## src/design/sai_pkg.sv

```systemverilog
// shared types and constants for the sorted table with insert, delete and dump
// no dependencies

package sai_pkg;

  localparam int WORD_W = 32;
  localparam int CNT_W  = 7;
  localparam int IDX_W  = 6;
  localparam int OP_W   = 2;
  localparam int ST_W   = 2;

  typedef enum logic [OP_W-1:0] {
    OP_INSERT = 2'd0,
    OP_DELETE = 2'd1,
    OP_DUMP   = 2'd2
  } op_t;

  typedef enum logic [ST_W-1:0] {
    ST_OK     = 2'd0,
    ST_BADPOS = 2'd1,
    ST_FULL   = 2'd2,
    ST_EMPTY  = 2'd3
  } status_t;

  typedef enum logic [1:0] {
    CM_HOLD   = 2'd0,
    CM_INSERT = 2'd1,
    CM_DELETE = 2'd2,
    CM_ROTATE = 2'd3
  } cell_mode_t;

  typedef enum logic {
    S_IDLE = 1'b0,
    S_DUMP = 1'b1
  } state_t;

  // control broadcast to every cell of the row
  typedef struct packed {
    cell_mode_t               mode;
    logic [CNT_W-1:0]         count;
    logic [IDX_W-1:0]         pos;
    logic signed [WORD_W-1:0] value;
  } cell_ctl_t;

endpackage

```

## src/design/sorted_array_insert_delete.sv

```systemverilog
// top level: sorted table of signed words held in a row of compare-and-shift
// cells, with the command decoder, dump sequencer and result register
// depends on sai_pkg and sai_cell
//
//   port group                    dir  transfer
//   start opcode value position   in   start high while busy low
//   strobe status data index      out  strobe high for one cycle, no stall
//     count last
//
// insert, delete and the unused opcode leave busy low; a new command may be
// given in the very next cycle. the result shows in the cycle after the command.
// a dump of n entries holds busy while the row rotates once past cell 0,
// one result a cycle; an empty dump gives one result.
// reset clears the count, the sequencer and the strobe; cell words are not reset.

module sorted_array_insert_delete #(
  parameter int DEPTH = 16
) (
  input  logic                              clk,
  input  logic                              rst,
  input  logic                              start,
  output logic                              busy,
  input  logic [sai_pkg::OP_W-1:0]          opcode,
  input  logic signed [sai_pkg::WORD_W-1:0] value,
  input  logic [sai_pkg::IDX_W-1:0]         position,
  output logic                              strobe,
  output logic [sai_pkg::ST_W-1:0]          status,
  output logic signed [sai_pkg::WORD_W-1:0] data,
  output logic [sai_pkg::IDX_W-1:0]         index,
  output logic [sai_pkg::CNT_W-1:0]         count,
  output logic                              last
);

  localparam logic [sai_pkg::CNT_W-1:0] DEPTH_C = DEPTH[sai_pkg::CNT_W-1:0];

  sai_pkg::state_t state, state_next;
  logic [sai_pkg::CNT_W-1:0] cnt, cnt_next;
  logic [sai_pkg::IDX_W-1:0] dump_idx, dump_idx_next;
  logic                      dump_end;

  logic                              strobe_next;
  sai_pkg::status_t                  status_next;
  logic signed [sai_pkg::WORD_W-1:0] data_next;
  logic [sai_pkg::IDX_W-1:0]         index_next;
  logic [sai_pkg::CNT_W-1:0]         count_next;
  logic                              last_next;

  sai_pkg::cell_ctl_t ctl;

  logic signed [sai_pkg::WORD_W-1:0] words [DEPTH];
  logic                              takes [DEPTH];

  genvar g;
  generate
    for (g = 0; g < DEPTH; g++) begin : g_cell
      logic signed [sai_pkg::WORD_W-1:0] left_w;
      logic                              left_t;
      logic signed [sai_pkg::WORD_W-1:0] right_w;
      if (g == 0) begin : g_first
        assign left_w = words[0];
        assign left_t = 1'b0;
      end else begin : g_mid
        assign left_w = words[g-1];
        assign left_t = takes[g-1];
      end
      if (g == DEPTH - 1) begin : g_end
        assign right_w = words[g];
      end else begin : g_inner
        assign right_w = words[g+1];
      end
      sai_cell #(
        .IDX(g)
      ) u_cell (
        .clk       (clk),
        .ctl       (ctl),
        .left_word (left_w),
        .left_take (left_t),
        .right_word(right_w),
        .head_word (words[0]),
        .take      (takes[g]),
        .word      (words[g])
      );
    end
  endgenerate

  assign busy     = state == sai_pkg::S_DUMP;
  assign dump_end = ({1'b0, dump_idx} + 7'd1) == cnt;

  always_ff @(posedge clk) begin
    if (rst) begin
      state    <= sai_pkg::S_IDLE;
      cnt      <= '0;
      dump_idx <= '0;
      strobe   <= 1'b0;
    end else begin
      state    <= state_next;
      cnt      <= cnt_next;
      dump_idx <= dump_idx_next;
      strobe   <= strobe_next;
    end
  end

  always_ff @(posedge clk) begin
    status <= status_next;
    data   <= data_next;
    index  <= index_next;
    count  <= count_next;
    last   <= last_next;
  end

  always_comb begin
    state_next    = state;
    cnt_next      = cnt;
    dump_idx_next = dump_idx;
    strobe_next   = 1'b0;
    status_next   = sai_pkg::ST_OK;
    data_next     = '0;
    index_next    = '0;
    count_next    = cnt;
    last_next     = 1'b1;
    ctl.mode      = sai_pkg::CM_HOLD;
    ctl.count     = cnt;
    ctl.pos       = position;
    ctl.value     = value;
    case (state)
      sai_pkg::S_IDLE: begin
        if (start) begin
          strobe_next = 1'b1;
          case (sai_pkg::op_t'(opcode))
            sai_pkg::OP_INSERT: begin
              if (cnt >= DEPTH_C) begin
                status_next = sai_pkg::ST_FULL;
              end else begin
                ctl.mode   = sai_pkg::CM_INSERT;
                cnt_next   = cnt + 7'd1;
                count_next = cnt + 7'd1;
              end
            end
            sai_pkg::OP_DELETE: begin
              if ({1'b0, position} >= cnt) begin
                status_next = sai_pkg::ST_BADPOS;
              end else begin
                ctl.mode   = sai_pkg::CM_DELETE;
                cnt_next   = cnt - 7'd1;
                count_next = cnt - 7'd1;
              end
            end
            sai_pkg::OP_DUMP: begin
              if (cnt == '0) begin
                status_next = sai_pkg::ST_EMPTY;
              end else begin
                // results come from the dump cycles
                strobe_next   = 1'b0;
                dump_idx_next = '0;
                state_next    = sai_pkg::S_DUMP;
              end
            end
            default: begin
              status_next = sai_pkg::ST_OK;
            end
          endcase
        end
      end
      sai_pkg::S_DUMP: begin
        // cell 0 shows the next entry; the row rotates so it is whole again at the end
        ctl.mode      = sai_pkg::CM_ROTATE;
        strobe_next   = 1'b1;
        data_next     = words[0];
        index_next    = dump_idx;
        last_next     = dump_end;
        dump_idx_next = dump_idx + 6'd1;
        if (dump_end) begin
          state_next = sai_pkg::S_IDLE;
        end
      end
      default: begin
        state_next = sai_pkg::S_IDLE;
      end
    endcase
  end

  a_dump_nonempty: assert property (@(posedge clk) disable iff (rst)
    (state == sai_pkg::S_DUMP) |-> (cnt != '0) && ({1'b0, dump_idx} < cnt))
    else $error("dump running past the held entries");

  a_count_bound: assert property (@(posedge clk) disable iff (rst)
    cnt <= DEPTH_C)
    else $error("entry count above table depth");

  a_burst_continues: assert property (@(posedge clk) disable iff (rst)
    (strobe && !last) |=> strobe)
    else $error("dump burst broken before its last result");

  a_command_answered: assert property (@(posedge clk) disable iff (rst)
    (start && !busy && (opcode != sai_pkg::OP_DUMP)) |=> (strobe && last))
    else $error("command without a single result");

endmodule

```

## src/design/sai_cell.sv

```systemverilog
// one storage cell of the sorted row: holds a word, compares it with the broadcast
// value and takes a neighbour's word, the new value or the head word on insert, delete or rotate
// depends on sai_pkg

module sai_cell #(
  parameter int IDX = 0
) (
  input  logic                              clk,
  input  sai_pkg::cell_ctl_t                ctl,
  input  logic signed [sai_pkg::WORD_W-1:0] left_word,
  input  logic                              left_take,
  input  logic signed [sai_pkg::WORD_W-1:0] right_word,
  input  logic signed [sai_pkg::WORD_W-1:0] head_word,
  output logic                              take,
  output logic signed [sai_pkg::WORD_W-1:0] word
);

  localparam logic [sai_pkg::CNT_W-1:0] IDX_C = IDX[sai_pkg::CNT_W-1:0];

  logic occupied;
  logic is_tail;
  logic pos_hit;
  logic signed [sai_pkg::WORD_W-1:0] word_next;

  assign occupied = IDX_C < ctl.count;
  assign is_tail  = (IDX_C + 7'd1) == ctl.count;
  assign pos_hit  = IDX_C >= {1'b0, ctl.pos};

  // free cells count as larger than anything, so a value no smaller than every held word lands at the end
  assign take = occupied ? (word > ctl.value) : 1'b1;

  always_comb begin
    word_next = word;
    case (ctl.mode)
      sai_pkg::CM_INSERT: begin
        if (take) begin
          word_next = left_take ? left_word : ctl.value;
        end
      end
      sai_pkg::CM_DELETE: begin
        if (pos_hit) begin
          word_next = right_word;
        end
      end
      sai_pkg::CM_ROTATE: begin
        if (occupied) begin
          word_next = is_tail ? head_word : right_word;
        end
      end
      default: begin
        word_next = word;
      end
    endcase
  end

  always_ff @(posedge clk) begin
    word <= word_next;
  end

endmodule
```

## config.mk

```make
export PLATFORM = sky130hd
export DESIGN_NAME = sorted_array_insert_delete
export DESIGN_NICKNAME = d
export VERILOG_FILES = /design/src/design/sai_pkg.sv /design/src/design/sorted_array_insert_delete.sv /design/src/design/sai_cell.sv
export SDC_FILE = /design/constraint.sdc
export NUM_CORES = 2
export LEC_CHECK = 0
export ABC_AREA = 1
export BUFFER_PORTS_ARGS = -buffer_cell sky130_fd_sc_hd__buf_2
export CORE_MARGIN = 2
export CORE_UTILIZATION = 30
export CTS_BUF_LIST = sky130_fd_sc_hd__clkbuf_8
export CTS_CLUSTER_DIAMETER = 60
export DETAILED_ROUTE_END_ITERATION = 10
export PLACE_DENSITY = 0.41
export SYNTH_ARGS = -nofsm -noshare
export SYNTH_HDL_FRONTEND = slang
export SYNTH_SLANG_ARGS = --single-unit
```

## constraint.sdc

```tcl
create_clock -name clk -period 4.9 [get_ports clk]
set_input_delay 0.98 -clock clk [delete_from_list [all_inputs] [get_ports clk]]
set_output_delay 0.98 -clock clk [all_outputs]
set_load 0.005 [all_outputs]
```

Word-level counts from Yosys, hierarchy flattened
Index checks and enable logic that the tools add are counted.
{"block": "totals", "ff_bits": 575, "latch_bits": 0, "mem_bits_rw": 0, "romBits": 0, "input_bits": 43, "output_inout_bits": 50, "n_memories": 0}
{"block": "op_classes", "addsub": 4, "mul": 0, "div": 0, "order_cmp": 49, "n_eq_ne": 74, "shift": 0, "n_mux": 137, "n_bitwise": 2, "n_reduce_logical": 22}
{"cell": "$mux 32", "n": 78}
{"cell": "$pmux 32 s3", "n": 15}
{"cell": "$gt 32x32->1", "n": 16}
{"cell": "$ne 2x1->1 const B", "n": 49}
{"cell": "$pmux 32 s2", "n": 1}
{"cell": "$reduce_and 4->1", "n": 15}
{"cell": "$eq 4x7->1 const A", "n": 8}
{"cell": "$lt 4x7->1 const A", "n": 8}
{"cell": "$ge 4x6->1 const A", "n": 7}
{"cell": "$eq 3x7->1 const A", "n": 4}
{"cell": "$lt 3x7->1 const A", "n": 4}
{"cell": "$mux 7", "n": 4}
{"cell": "$mux 1", "n": 25}
{"cell": "$ge 3x6->1 const A", "n": 4}
{"cell": "$mux 6", "n": 3}
{"cell": "$eq 2x7->1 const A", "n": 2}
{"cell": "$lt 1x7->1 const A", "n": 2}
{"cell": "$lt 2x7->1 const A", "n": 2}
{"cell": "$pmux 7 s2", "n": 1}
{"cell": "$ge 1x6->1 const A", "n": 2}
{"cell": "$ge 2x6->1 const A", "n": 2}
{"cell": "$pmux 6 s2", "n": 1}
{"cell": "$mux 2", "n": 4}
{"cell": "$pmux 2 s2", "n": 2}
{"cell": "other kinds (22)", "n": 29}

Logic depth before layout (Yosys ltp)
{"block": "depth", "depth_word": 8, "ltp_mapped": 21}

Modules after synthesis
Synthesis repeated with hierarchy kept, for this count alone.
{"block": "unflattened", "hier_cells": 6958, "area_unflattened_um2": 51201.6}
{"module": "sai_cell at g_cell[10].u_cell ...", "instances": 2, "cells_each": 413, "area_each_um2": 2996.6}
{"module": "sai_cell at g_cell[7].u_cell", "instances": 1, "cells_each": 410, "area_each_um2": 3165.5}
{"module": "sai_cell at g_cell[9].u_cell", "instances": 1, "cells_each": 413, "area_each_um2": 3139.3}
{"module": "sai_cell at g_cell[0].u_cell", "instances": 1, "cells_each": 434, "area_each_um2": 3088.0}
{"module": "sai_cell at g_cell[2].u_cell", "instances": 1, "cells_each": 415, "area_each_um2": 3083.0}
{"module": "sai_cell at g_cell[3].u_cell", "instances": 1, "cells_each": 405, "area_each_um2": 3031.7}
{"module": "sai_cell at g_cell[6].u_cell", "instances": 1, "cells_each": 413, "area_each_um2": 3026.7}
{"module": "sai_cell at g_cell[11].u_cell", "instances": 1, "cells_each": 410, "area_each_um2": 3025.4}
{"module": "sai_cell at g_cell[4].u_cell", "instances": 1, "cells_each": 411, "area_each_um2": 3011.6}
{"module": "sai_cell at g_cell[13].u_cell", "instances": 1, "cells_each": 412, "area_each_um2": 3007.9}
{"module": "sai_cell at g_cell[1].u_cell", "instances": 1, "cells_each": 410, "area_each_um2": 3007.9}
{"module": "sai_cell at g_cell[12].u_cell", "instances": 1, "cells_each": 411, "area_each_um2": 2997.9}
{"module": "sai_cell at g_cell[14].u_cell", "instances": 1, "cells_each": 410, "area_each_um2": 2995.4}
{"module": "sai_cell at g_cell[15].u_cell", "instances": 1, "cells_each": 414, "area_each_um2": 2991.6}
{"module": "+2 rows"}

Least setup slack after synthesis
Ideal clock, no wire load.
{"block": "synth_timing", "path_type": "input -> register", "from": "in value[31] (netlist bit)", "to": "reg g_cell[13].u_cell.word[0] (netlist bit), enable pin", "arrival_ns": 3.872, "t_required_ns": 4.513, "setup_slack_ns": 0.641, "path_stages": 14, "n_path_buf": 2, "cell_sequence": "clkinv_1 clkbuf_1 ha_1 a21oi_1 o21a_1 nand2_1 a21oi_1 nand3_1 nand2_1 nand3_1 nand2_1 buf_2 o21ai_0 inv_1"}
{"block": "synth_between", "elab_chain_cells": 4}
{"element": "from (decl)", "line": "sorted_array_insert_delete.sv:24", "source": "input logic signed [sai_pkg::WORD_W-1:0] value,"}
{"element": "$gt 32x32->1", "line": "sai_cell.sv:30", "source": "assign take = occupied ? (word > ctl.value) : 1'b1;"}
{"element": "$mux 1", "line": "sai_cell.sv:30"}
{"element": "$ne 2x1->1 (no source line)"}
{"element": "$reduce_and 4->1 (no source line)"}
{"element": "to (signal assigned)", "line": "sai_cell.sv:57", "source": "word <= word_next;"}
{"element": "to (decl)", "line": "sai_cell.sv:15", "source": "output logic signed [sai_pkg::WORD_W-1:0] word"}
Every way passes these cells.
A chain may end at the register's enable or synchronous reset.

Final worst setup path
{"block": "layout_timing", "from": "reg cnt[2] (netlist bit)", "to": "reg g_cell[2].u_cell.word[8] (netlist bit), enable pin"}
{"block": "layout_between", "elab_chain_cells": 8}
{"element": "from (decl)", "line": "sorted_array_insert_delete.sv:37", "source": "logic [sai_pkg::CNT_W-1:0] cnt, cnt_next;"}
{"element": "from (signal assigned)", "line": "sorted_array_insert_delete.sv:97", "source": "cnt <= cnt_next;"}
{"element": "$ge 7x5->1 / $ge 6x7->1 (equally long branches)", "line": "sorted_array_insert_delete.sv:131, sorted_array_insert_delete.sv:140"}
{"element": "$mux 1 / $mux 2 (equally long branches)", "line": "sorted_array_insert_delete.sv:131, sorted_array_insert_delete.sv:140"}
{"element": "$pmux 2 s2", "line": "sorted_array_insert_delete.sv:129", "source": "case (sai_pkg::op_t'(opcode))"}
{"element": "$mux 2", "line": "sorted_array_insert_delete.sv:127", "source": "if (start) begin"}
{"element": "$pmux 2 s2", "line": "sorted_array_insert_delete.sv:125", "source": "case (state)"}
{"element": "$eq 2x2->1 / $eq 2x1->1 (equally long branches)", "line": "sai_cell.sv:34", "source": "case (ctl.mode)"}
{"element": "$ne 2x1->1 (no source line) / $reduce_bool 3->1 (equally long branches)"}
{"element": "$reduce_and 4->1 (no source line) *"}
{"element": "to (signal assigned)", "line": "sai_cell.sv:57"}
{"element": "to (decl)", "line": "sai_cell.sv:15"}
Every way passes the cells marked *; elsewhere a longest branch is shown, timed or not.

==> reports/results.ini <==
[power_and_ir_drop]
p_int_mw = 10.34
seq_power_share_pct = 37.6
p_leak_nw = 26.45
p_clk_share_pct = 32.3
p_per_area_nw_per_um2 = 316.4
total_power_mw = 17.22
switching_share_pct = 39.96
switchingPower_mw = 6.879
ir_drop_uv = 252.3
comb_power_share_pct = 30.1

[setup_path]
critPathMaxFanout = 32
worstPathRequired_ns = 5.47
cp-end-kind = register
arrival_ns = 5.29
crit_path_start_kind = register
crit_type = register to register

[placed_design]
dp_slack_ns = 0.1185
post-dp-hpwl_mm = 191.0
numPortBuffers = 92
gp_congestion = 0.9602
placed_cell_area_um2 = 51890
place_inst = 8958

[cts]
clockRootBuffer = clkbuf_8
ctsResizeCount = 0
cts_tree = done
htreeDepth = 4
insertion_delay_ns = 0.91
cts_hold_repair.buffers = 0
clk_path_buf_depth = 3
clock-sinks = 575
cts-buffers-inserted = 134
clkTransAtPathRegs_ns = 0.06
cts_setup_buffers = 0

[sta]
finClkSkew_ns = 0.03913
finalMaxSlewViolations = 0
tightest_slew_ns = 1.299
fin_crit_sh_pct = 96.24
finalCriticalPeriod_ns = 4.716
fmax_mhz = 212.0
rsz0062_at_grt = false
setup_violations = 0
fin_setup_tns_ns = 0
relSlewSlack_pct = 13.40
setup_slack_ns = 0.1841
hold_viol = 0

[die]
core_area_um2 = 158600
die_x_um = 403.6
num_rows = 146
die_y_um = 403.6
dieArea_um2 = 162900
start_util_pct = 30.21
io_pins = 93

[yosys]
synth_seq_cells = 575
synthCells = 6903
synth_edf_count = 512
synth_area_um2 = 47900
ys_seq_area_share_pct = 34.73
ys_async_sr_fraction_pct = 0
yosysWarnings = 0
yosys-top-cells-area = edfxtp_1 32%, nand2_1 17%, ha_1 13%
synth_ff_type = edfxtp_1
synth.distinct_cells = 45
synth_top_area_share_pct = 32.10
synth.avg_cell_area_um2 = 6.939
synth_nets = 7439
yosys.area.top_type = edfxtp_1

[grt]
grt_max_degree = 174
grt_pass1_vias = 46910
gr-total-overflow = 0
grt_pass1_wl_mm = 367.0
antenna_found_initial = 31
track_usage_pct = 31.73

[cells_and_area]
fillCellCount = 17520
drive_gt1_share_pct = 8.503
postLayoutCellArea_um2 = 54410
finalNonFillerCells = 9214
layout.nets = 7558
final_common_cell = nand2_1
final_cell_mix = 2,169 x nand2_1, 1,193 x inv_1, 1,022 x nand3_1
synthToLayoutAreaGrowth_pct = 13.59

[routing]
drt_iter0_markers = 6577
drc = 0
first_pass_iters = 6
vias_per_cell = 5.432
ant_nets = 0
vias = 50050
routed_wl_mm = 263.3
avgRoutedWirePerCell_um = 28.57

[hold_path]
min_path_type = register to register

[run_status]
status = finished, final reports clean

[flow_run]
drv_cap = 0

-- flip-flops by register name, indices dropped and copies added, names as in the netlist --
signal,count
g_cell.u_cell.word,512
data,32
cnt,7
count,7
dump_idx,6
index,6
status,2
busy,1
last,1
strobe,1
-- worst max-delay path, cell delays in order, from the launching register on --
cell      delay (ns)
dfxtp_1         0.63
inv_2           0.32
ha_1            0.41
nand2_1         0.06
o21ai_1         0.12
nand3_1         0.11
nand3_2         0.18
nor2_2          0.10
nand2_2         0.17
clkinv_2        0.18
nand2_4         0.57
o22ai_1         0.14
nor2_1          0.58
o21ai_1         0.27
inv_1           0.17
buf_12          0.30
-- cell type report --
class | count | area [µm²] | area share, %
Multi-Input combinational cell | 4775 | 25230 | 46.37
Sequential cell | 575 | 16640 | 30.58
Inverter | 1192 | 4483 | 8.239
Timing Repair Buffer | 344 | 2953 | 5.427
Tap cell | 2072 | 2592 | 4.765
Clock buffer | 145 | 1996 | 3.668
Clock inverter | 96 | 483.0 | 0.8876
Antenna cell | 15 | 37.54 | 0.06899
-- power by group through the flow --
stage | combinational, mW | clock [mW] | sequential (mW)
2_1_floorplan | 3.06 | 0 | 6.32
3_3_place_gp | 5.02 | 0 | 6.56
4_1_cts | 5.07 | 5.68 | 6.46
3_5_place_dp | 5.05 | 0 | 6.56
5_1_grt | 5.67 | 5.85 | 6.50
6_report | 5.18 | 5.56 | 6.48
-- final timing paths --
kind | cells past startpoint | slack [ns] | startpoint | endpoint
worst max-delay path | 15 | 0.18 | cnt[2] | g_cell[2].u_cell.word[8]
worst min-delay path | 2 | 0.46 | dump_idx[5] | index[5]
worst max register to register | 15 | 0.18 | cnt[2] | g_cell[2].u_cell.word[8]
worst min register to register | 2 | 0.46 | dump_idx[5] | index[5]
-- synth_stat cells (2+ instances only) --
cell and number:
nand2_1 2181, inv_1 1149, nand3_1 1022, edfxtp_1 512, ha_1 493, o21ai_0 271, a21oi_1 229, clkbuf_1 216
nor2_1 177, o21ai_1 136, buf_2 114, o22ai_1 68, dfxtp_1 63, nand4_1 44, clkinv_1 35, o31ai_1 33
o21a_1 25, nor3_1 21, a21o_1 15, buf_6 14, buf_4 12, inv_2 7, xor2_1 7, nand2_4 6
a31oi_1 5, buf_1 5, nor2_2 5, nor4_1 5, o211ai_1 5, and3_1 4, nand2_2 4, nor3b_1 3
nand3_2 2, o21ai_2 2, o21bai_1 2, or2_2 2
-- per-stage QoR --
stage	util [%]	hold slack, ns
floorplan	-	0.4202
global placement	32.73	0.4665
detailed placement	32.73	0.4553
CTS	34.29	0.4302
global route	34.29	0.4840
finish	34.31	0.4617
-- cell families (layout without fill, tap and decap cells) --
logic type | after synthesis | after routing | synth area share, %
and+or+nand+nor | 3479 | 3479 | 30.50
buffers and inverters | 1553 | 1777 | 12.78
AOI/OAI and AO/OA | 796 | 796 | 8.983
adders and majority gates | 493 | 493 | 12.88
other | 0 | 15 | 0
xor gates and xnor gates | 7 | 7 | 0.1280
DFF | 575 | 575 | 34.73
-- per-layer routing --
layer / vias up / wire length [µm] / track usage [%]
met5: - / 22 / 0
met4: 4 / 11440 / 13.26
met3: 451 / 26650 / 6.999
met2: 2686 / 107900 / 45.30
met1: 24220 / 117300 / 45.67
li1: 22690 / - / -
Power figures use the tool's default switching activity.
